File: config.mk
export PLATFORM = sky130hd
export DESIGN_NAME = nba_ctrl
export DESIGN_NICKNAME = d
export VERILOG_FILES = /design/src/hw/rtl/nba_pkg.sv /design/src/hw/rtl/nba_ctrl.sv
export SDC_FILE = /design/constraint.sdc
export NUM_CORES = 1
export LEC_CHECK = 0
export BUFFER_PORTS_ARGS = -buffer_cell sky130_fd_sc_hd__buf_2
export CAP_MARGIN = 15
export CORE_MARGIN = 2
export CORE_UTILIZATION = 52
export CTS_CLUSTER_DIAMETER = 60
export DETAILED_ROUTE_END_ITERATION = 6
export PLACE_DENSITY = 0.82
export SLEW_MARGIN = 20
export SYNTH_ARGS = -nofsm -noshare
export SYNTH_HDL_FRONTEND = slang
export SYNTH_SLANG_ARGS = --single-unit
export TNS_END_PERCENT = 20
File: constraint.sdc
create_clock -name clock -period 3.4 [get_ports clock]
set_clock_uncertainty 0.15 [all_clocks]
set_input_delay 0.17 -clock clock [delete_from_list [all_inputs] [get_ports clock]]
set_output_delay 0.17 -clock clock [all_outputs]
set_load 0.05 [all_outputs]
File: src/hw/rtl/nba_pkg.sv
// ----------------------------------------------------------------------------
// nba_pkg
// Shared types and constants for the named block allocator: command and
// status codes, scan modes and the controller/datapath interface structs.
// ----------------------------------------------------------------------------
package nba_pkg;

   localparam int NAME_BYTES = 32;
   localparam int NAME_BITS  = 256;

   localparam logic [2:0] OP_FORMAT = 3'd0;
   localparam logic [2:0] OP_CREATE = 3'd1;
   localparam logic [2:0] OP_DELETE = 3'd2;
   localparam logic [2:0] OP_WRITE  = 3'd3;
   localparam logic [2:0] OP_READ   = 3'd4;
   localparam logic [2:0] OP_LIST   = 3'd5;

   localparam logic [1:0] ST_OK        = 2'd0;
   localparam logic [1:0] ST_EXISTS    = 2'd1;
   localparam logic [1:0] ST_FULL      = 2'd2;
   localparam logic [1:0] ST_NOT_FOUND = 2'd3;

   typedef enum logic [1:0] {
      SCAN_NAME,
      SCAN_FREE,
      SCAN_USED
   } scan_mode_type;

   typedef struct packed {
      logic          load;
      logic          format;
      logic          scan_start;
      scan_mode_type scan_mode;
      logic          clr_start;
      logic          clr_step;
      logic          commit;
      logic          free_slot;
      logic          write_byte;
      logic          read_issue;
      logic          rsp_load;
      logic [1:0]    rsp_status;
      logic          show_slot;
      logic          show_name;
      logic          show_read;
   } dp_cmd_type;

   typedef struct packed {
      logic [2:0] op;
      logic       scan_hit;
      logic       scan_miss;
      logic       clr_last;
      logic       rsp_free;
   } dp_stat_type;

endpackage

File: src/hw/rtl/nba_ctrl.sv
// ----------------------------------------------------------------------------
// nba_ctrl
// Command sequencer: dispatches each accepted word to format, lookup, first-fit
// search, content clear, byte access or list scan, then loads the response.
// ----------------------------------------------------------------------------
module nba_ctrl (
   input  logic                 clock,
   input  logic                 reset,
   input  logic                 req_valid,
   output logic                 req_stall,
   input  nba_pkg::dp_stat_type stat,
   output nba_pkg::dp_cmd_type  cmd
);

   typedef enum logic [3:0] {
      S_IDLE,
      S_DISPATCH,
      S_LOOKUP,
      S_HIT,
      S_FREE_SCAN,
      S_CLEAR,
      S_LIST,
      S_READ_WAIT,
      S_FINISH
   } state_type;

   state_type  state_ff, state_in;
   logic [1:0] status_ff, status_in;
   logic       show_slot_ff, show_slot_in;
   logic       show_name_ff, show_name_in;
   logic       show_read_ff, show_read_in;

   always_comb begin
      state_in     = state_ff;
      status_in    = status_ff;
      show_slot_in = show_slot_ff;
      show_name_in = show_name_ff;
      show_read_in = show_read_ff;
      cmd          = '0;
      cmd.scan_mode  = nba_pkg::SCAN_NAME;
      cmd.rsp_status = status_ff;
      cmd.show_slot  = show_slot_ff;
      cmd.show_name  = show_name_ff;
      cmd.show_read  = show_read_ff;

      unique case (state_ff)
         S_IDLE: begin
            if (req_valid) begin
               cmd.load     = 1'b1;
               status_in    = nba_pkg::ST_OK;
               show_slot_in = 1'b0;
               show_name_in = 1'b0;
               show_read_in = 1'b0;
               state_in     = S_DISPATCH;
            end
         end
         S_DISPATCH: begin
            priority case (stat.op)
               nba_pkg::OP_FORMAT: begin
                  cmd.format = 1'b1;
                  state_in   = S_FINISH;
               end
               nba_pkg::OP_CREATE, nba_pkg::OP_DELETE,
               nba_pkg::OP_WRITE, nba_pkg::OP_READ: begin
                  cmd.scan_start = 1'b1;
                  cmd.scan_mode  = nba_pkg::SCAN_NAME;
                  state_in       = S_LOOKUP;
               end
               nba_pkg::OP_LIST: begin
                  cmd.scan_start = 1'b1;
                  cmd.scan_mode  = nba_pkg::SCAN_USED;
                  state_in       = S_LIST;
               end
               default: begin
                  state_in = S_FINISH;
               end
            endcase
         end
         S_LOOKUP: begin
            if (stat.scan_hit) begin
               show_slot_in = 1'b1;
               state_in     = S_HIT;
            end else if (stat.scan_miss) begin
               if (stat.op == nba_pkg::OP_CREATE) begin
                  cmd.scan_start = 1'b1;
                  cmd.scan_mode  = nba_pkg::SCAN_FREE;
                  state_in       = S_FREE_SCAN;
               end else begin
                  status_in = nba_pkg::ST_NOT_FOUND;
                  state_in  = S_FINISH;
               end
            end
         end
         S_HIT: begin
            priority case (stat.op)
               nba_pkg::OP_CREATE: begin
                  status_in = nba_pkg::ST_EXISTS;
                  state_in  = S_FINISH;
               end
               nba_pkg::OP_DELETE: begin
                  cmd.free_slot = 1'b1;
                  state_in      = S_FINISH;
               end
               nba_pkg::OP_WRITE: begin
                  cmd.write_byte = 1'b1;
                  state_in       = S_FINISH;
               end
               default: begin
                  cmd.read_issue = 1'b1;
                  show_read_in   = 1'b1;
                  state_in       = S_READ_WAIT;
               end
            endcase
         end
         S_FREE_SCAN: begin
            if (stat.scan_hit) begin
               cmd.clr_start = 1'b1;
               state_in      = S_CLEAR;
            end else if (stat.scan_miss) begin
               status_in = nba_pkg::ST_FULL;
               state_in  = S_FINISH;
            end
         end
         S_CLEAR: begin
            cmd.clr_step = 1'b1;
            if (stat.clr_last) begin
               cmd.commit   = 1'b1;
               show_slot_in = 1'b1;
               state_in     = S_FINISH;
            end
         end
         S_LIST: begin
            if (stat.scan_hit) begin
               show_slot_in = 1'b1;
               show_name_in = 1'b1;
               state_in     = S_FINISH;
            end else if (stat.scan_miss) begin
               status_in = nba_pkg::ST_NOT_FOUND;
               state_in  = S_FINISH;
            end
         end
         S_READ_WAIT: begin
            state_in = S_FINISH;
         end
         S_FINISH: begin
            if (stat.rsp_free) begin
               cmd.rsp_load = 1'b1;
               state_in     = S_IDLE;
            end
         end
         default: begin
            state_in = S_IDLE;
         end
      endcase
   end

   always_ff @(posedge clock) begin
      if (reset) begin
         state_ff     <= S_IDLE;
         status_ff    <= nba_pkg::ST_OK;
         show_slot_ff <= 1'b0;
         show_name_ff <= 1'b0;
         show_read_ff <= 1'b0;
      end else begin
         state_ff     <= state_in;
         status_ff    <= status_in;
         show_slot_ff <= show_slot_in;
         show_name_ff <= show_name_in;
         show_read_ff <= show_read_in;
      end
   end

   assign req_stall = (state_ff != S_IDLE);

endmodule

==> results of run 1 <==
[sequential cells by signal, indices dropped and copies added (netlist names)]
signal / flops
show_name_ff: 1
state_ff: 4
show_slot_ff: 1
status_ff: 2
show_read_ff: 1
[how the worst min path moves through the flow]
stage	slack, ps	from	end	cells after the start
after global routing	50	reset	status_ff[1]	2
final	50	reset	status_ff[0]	2
after global placement	290	status_ff[1]	status_ff[1]	2
after CTS	50	reset	status_ff[0]	2
after detailed placement	300	status_ff[0]	status_ff[0]	2
after floorplan	190	stat[3]	show_name_ff	2
[final cells by class]
type / count / area, µm² / area share
Timing Repair Buffer: 27 / 135 / 0.144
Multi-Input combinational cell: 95 / 559 / 0.598
Inverter: 4 / 15.0 / 0.0160
Clock buffer: 4 / 26.3 / 0.0281
Tap cell: 16 / 20.0 / 0.0214
Sequential cell: 9 / 180 / 0.193
[kinds of logic after synthesis]
logic type / after synthesis
mux: 4
buf+inv: 16
simple gates: 63
compound gates: 27
flops: 9
fa+ha+maj: 1
[power by group through the flow]
stage	clock, mW	combinational (mW)	sequential (mW)
2_1_floorplan	0	0.172	0.129
3_3_place_gp	0	0.198	0.139
3_5_place_dp	0	0.200	0.140
4_1_cts	0.0856	0.202	0.138
5_1_grt	0.0916	0.218	0.141
6_report	0.0857	0.203	0.139
[per-stage QoR]
step | instance area, µm² | hold WS (ps) | setup WS [ps] | cells | util
2_1_floorplan | 818 | 186 | 956 | 120 | -
5_1_grt | 936 | 52.0 | 822 | 155 | 0.629
3_5_place_dp | 910 | 295 | 1260 | 151 | 0.611
6_report | 936 | 51.4 | 954 | 155 | 0.629
3_3_place_gp | 910 | 293 | 1350 | 151 | 0.611
4_1_cts | 936 | 46.9 | 969 | 155 | 0.629
[layout by cell type, fill, tap and decap left out, drive strengths merged]
cell type | Yosys | layout
maj3 | 1 | 1
nand2b | 4 | 4
dfxtp | 9 | 9
a211oi | 1 | 1
o221ai | 1 | 1
or3b | 1 | 1
or4 | 2 | 2
inv | 2 | 2
a221oi | 1 | 1
and3 | 2 | 2
nand3b | 1 | 1
or3 | 1 | 1
clkinv | 2 | 2
a21oi | 9 | 9
nor3 | 10 | 10
nor3b | 2 | 2
nand4b | 1 | 1
and4b | 1 | 1
nand2 | 13 | 13
o21ai | 3 | 3
o22ai | 2 | 2
a32oi | 2 | 2
mux2i | 4 | 4
nand3 | 2 | 2
nor4b | 1 | 1
a221o | 1 | 1
buf | 5 | 27
nor2b | 3 | 3
clkbuf | 7 | 4
o211ai | 1 | 1
nor4 | 1 | 1
o31ai | 2 | 2
a31oi | 2 | 2
and2 | 1 | 1
a211o | 1 | 1
nor2 | 16 | 16
a2bb2oi | 1 | 1
and4 | 1 | 1
[metal layers]
| layer | part of all wire | wire, µm | vias to the layer above |
|---|---|---|---|
| li1 | - | - | 473 |
| met1 | 0.42 | 892 | 436 |
| met2 | 0.51 | 1080 | 43 |
| met3 | 0.068 | 146 | 3 |
| met4 | 0.0056 | 12 | 0 |
| met5 | 0 | 0 | - |
==> reports/metrics.cfg, run 1 <==
[logic_synthesis]
synthesis.nets=130
ys_top_cells_by_area=dfxtp_1, nor2_1, nor3_1
synth-seq-cells=9
yosys_warnings=0
muxShareOfSynthArea=0.0489
yosys.area.top_type_share=0.220
avgSynthCellArea_um2=6.82
synth-simple-area-share=0.405
syn_area_um2=818
synth_cells=120
synthTopCellsByCount=nor2_1, nand2_1, nor3_1
async_reset_ff_frac=0
ys_seq_area_frac=0.220
yosys.cell_count.top_type=nor2_1
synth_compound_area_frac=0.217
synth-main-ff-cell=dfxtp_1
synth_cell_type_count=42
synth_largest_area_cell=dfxtp_1
synth_top_family_by_area=simple AND/OR/NAND/NOR gates
synth-adder-area-share=0.0122
synth-xor-area-share=0
synth_edf_count=0

[worst_setup_path]
critPathLaunchType=flip-flop
r2r_start=state_ff[0]
path_cells=nor2b_1 > nand3_1 > o31ai_1 > a221oi_1 > a21oi_1 > buf_2
end_kind=primary output
path_depth=6
critPathArrivalTime_ps=2130
crit_buf_inv=1
critPathTopFamily=flip-flops
crit_type=flip-flop to primary output
required_ps=3080
max_stage_delay_ps=700
reg2reg_depth=5
endpoint=cmd[14]
r2r_slack_ps=1260
r2r_end=status_ff[1]
slowest_stage=dfxtp_1
crit_fanout=20
cp-startpoint=state_ff[1]

[route]
vias=955
viasPerCell=6.16
dr.first_iter.drc_count=27
wl_mm=2.13
antenna_left=0
wire_per_inst_um=13.8
drt_first_pass_iters=4
route.detailed.drc=0

[clocking]
clk_pin_slew_ps=60
cts-resized-gates=0
numCtsBuffers=3
hold_buffers=0
cts_tree=done
clockBufferDepth=2
clk_latency_ps=270
cts_root_buffer=clkbuf_4
post_cts.repair.setup_buffers=0
h-tree-depth=1
cts_sinks=9

[timing]
rsz0062_at_grt=false
slew_headroom=0.600
finalSetupTns_ps=0
slew_violations=0
hold_violations=0
min_period_over_period=0.720
min_period_ps=2450
finalSetupViolations=0
fmax_mhz=409
tightest_slew_ps=600

[floorplanning]
start_util=0.550
row_count=14
die_w_um=43.7
die-area_um2=1910
core_area_um2=1490
boundaryPins=28
die_height_um=43.7

[outcome]
outcome=finished, final reports clean

[global_route]
grt.overflow.total=0
use_met1=0.315
track_usage=0.242
grt.busiest_layer=met2
antenna_found_initial=0
met3_usage=0.0500
grt_pass1_vias=779
grt_pass1_wl_mm=3.48
grt_max_degree=21
grtUsageMet2=0.391

[power_and_ir_drop]
p_comb_frac=0.475
leakagePower_nw=0.437
sw_frac_of_total=0.475
power.density_nw_per_um2=457
max-vdd-ir-drop_mv=0.305
clkPwrFrac=0.200
p_seq_frac=0.325
p_sw_uw=203
p_int_uw=224
finalPower_uw=428

[placed_design]
io_buffers=27
post-dp-hpwl_mm=1.47
gp_congestion=0.960

[layout]
nFillCells=143
drive_above_1_share=0.223
nNetsFinal=150
n_antenna_cell=0
syn2layout_area_growth_pct=14.4

[min_path]
hold_class=input pin to flip-flop

[flow_run]
cap_violations=0

No activity file was read; power rests on OpenSTA's default activity.
==> run 2: changes to the inputs <==
--- a/config.mk
+++ b/config.mk
@@ -8,10 +8,10 @@
 export BUFFER_PORTS_ARGS = -buffer_cell sky130_fd_sc_hd__buf_2
 export CAP_MARGIN = 15
 export CORE_MARGIN = 2
-export CORE_UTILIZATION = 52
+export CORE_UTILIZATION = 44
 export CTS_CLUSTER_DIAMETER = 60
 export DETAILED_ROUTE_END_ITERATION = 6
-export PLACE_DENSITY = 0.82
+export PLACE_DENSITY = 0.74
 export SLEW_MARGIN = 20
 export SYNTH_ARGS = -nofsm -noshare
 export SYNTH_HDL_FRONTEND = slang
==> constraint.sdc (replaced) <==
create_clock -name clock -period 2.24 [get_ports clock]
set_clock_uncertainty 0.15 [all_clocks]
set_input_delay 0.112 -clock clock [delete_from_list [all_inputs] [get_ports clock]]
set_output_delay 0.112 -clock clock [all_outputs]
set_load 0.05 [all_outputs]
==> reports/metrics.cfg, run 2 (synthesis gave the netlist of run 1 again) <==
[worst_setup_path]
end_kind=primary output  ; unchanged
slowest_stage=dfxtp_4  ; was dfxtp_1
r2r_slack_ps=260  ; was 1260 ps
crit_fanout=16  ; was 20
crit_buf_inv=1  ; unchanged
critPathArrivalTime_ps=1800  ; was 2130 ps
required_ps=1980  ; was 3080 ps
max_stage_delay_ps=440  ; was 700 ps
critPathTopFamily=compound AO/OA/AOI/OAI gates  ; was flip-flops
crit_type=flip-flop to primary output  ; unchanged
critPathLaunchType=flip-flop  ; unchanged
path_cells=nor2b_1 > nand3_1 > o31ai_1 > a221oi_1 > a21oi_1 > clkbuf_4  ; was nor2b_1 > nand3_1 > o31ai_1 > a221oi_1 > a21oi_1 > buf_2

[layout]
largest_reg_flops=4  ; unchanged
fin_util=0.581  ; was 0.629
reg_top3=state_ff x4, status_ff x2  ; unchanged
nFillCells=182  ; was 143
fin_cells=170  ; was 155
layout_common_cells=buf_2, nor2_1, nand2_1  ; unchanged
largest_register=state_ff  ; unchanged
layout_commonest_cell=buf_2  ; unchanged
drive_above_1_share=0.262  ; was 0.223
n_antenna_cell=0  ; unchanged
nNetsFinal=156  ; was 150
syn2layout_area_growth_pct=23.9  ; was 14.4%

[route]
viasPerCell=5.78  ; was 6.16
antenna_left=0  ; unchanged
vias=983  ; was 955
dr.first_iter.drc_count=46  ; was 27
wl_mm=2.21  ; was 2.13 mm
route.detailed.drc=0  ; unchanged
drt_first_pass_iters=4  ; unchanged
wire_per_inst_um=13.0  ; was 13.8 µm

[floorplanning]
core_area_um2=1750  ; was 1490 µm²
die-area_um2=2220  ; was 1910 µm²
boundaryPins=28  ; unchanged
start_util=0.469  ; was 0.550
row_count=15  ; was 14
die_w_um=47.1  ; was 43.7 µm
die_height_um=47.1  ; was 43.7 µm

[clocking]
numCtsBuffers=3  ; unchanged
h-tree-depth=1  ; unchanged
cts_root_buffer=clkbuf_4  ; unchanged
post_cts.repair.setup_buffers=0  ; unchanged
clk_pin_slew_ps=60  ; about the same
clockBufferDepth=2  ; unchanged
cts_sinks=9  ; unchanged
clk_latency_ps=270  ; about the same
cts_tree=done  ; unchanged

[placed_design]
place_worst_setup_slack_ps=158  ; was 1260 ps
io_buffers=27  ; unchanged
post-dp-hpwl_mm=1.61  ; was 1.47 mm
dp.cells=163  ; was 151
gp_congestion=0.961  ; was 0.960

[timing]
rsz0062_at_grt=false  ; unchanged
fmax_mhz=486
finalSetupViolations=0  ; unchanged
min_period_over_period=0.919
slew_headroom=0.623  ; was 0.600
hold_violations=0  ; unchanged
worst_slack_ps=181  ; was 954 ps
slew_violations=0  ; unchanged
min_period_ps=2060
tightest_slew_ps=561  ; was 600 ps
finalSetupTns_ps=0  ; unchanged

[global_route]
antenna_found_initial=0  ; unchanged
grt.overflow.total=0  ; unchanged
track_usage=0.228  ; was 0.242
grt_max_degree=17  ; was 21
grt_pass1_wl_mm=3.64  ; was 3.48 mm
grt_pass1_vias=819  ; was 779

[outcome]
outcome=finished, final reports clean  ; unchanged

[power_and_ir_drop]
leakagePower_nw=0.468  ; was 0.437 nW
power.density_nw_per_um2=661  ; was 457 nW/µm²
finalPower_uw=670  ; was 428 µW
max-vdd-ir-drop_mv=0.490  ; was 0.305 mV

[flow_run]
cap_violations=0  ; unchanged

[min_path]
hold_class=input pin to flip-flop  ; unchanged

[run 2: cell types whose count changed in the layout (fill, tap and decap cells not counted), moves of 2 or more]
cell	delta
dlygate4sd3_1	+3
dfxtp_2	+2
buf_4	+3
dfxtp_1	-3
[run 2: area by class of cell]
type,instances,area (µm²),area share
clock buffer,4,26.3,0.0259
multi-input combinational,95,564,0.557
sequential,9,186,0.184
timing repair buffer,33,190,0.188
inverter,4,15.0,0.0148
tap,25,31.3,0.0309
[run 2: worst min-delay path, delay by kind of cell]
family / cells / cell delay (ps)
AOI/OAI and AO/OA: 1 / 110
and+or+nand+nor: 1 / 80
buffers and inverters: 1 / 150
[run 2: routing by layer]
metal	track usage	up-vias	routed length, µm
li1	-	488	-
met1	0.295	457	975
met2	0.397	34	1090
met3	0.0577	4	127
met4	0.0222	0	10
met5	0	-	0
[run 2: power breakdown]
part / internal, mW / total (mW) / switching (mW) / leakage (nW)
clock network: 0.0689 / 0.130 / 0.0614 / 0.0150
logic: 0.112 / 0.332 / 0.219 / 0.378
registers: 0.177 / 0.208 / 0.0316 / 0.0746
[run 2: worst paths after layout]
| path | from | to | depth (start not counted) |
|---|---|---|---|
| min | stat[3] | show_name_ff | 3 |
| min reg2reg | status_ff[1] | status_ff[1] | 2 |
| max reg2reg | state_ff[0] | status_ff[1] | 5 |
| max | state_ff[1] | cmd[14] | 6 |
[run 2: per-stage QoR]
step	area, µm²	hold WS, ps
floorplan	823	128
global placement	948	255
detailed placement	948	268
CTS	1010	63.0
global route	1010	108
finish	1010	65.2
[run 2: timing repair]
item / 4_1_cts / 5_1_grt
endpoints found under the setup margin: 1 / 2
hold buffers: 3 / 0
endpoints found under the hold margin: 6 / 0
gates resized for setup: 1 / 4
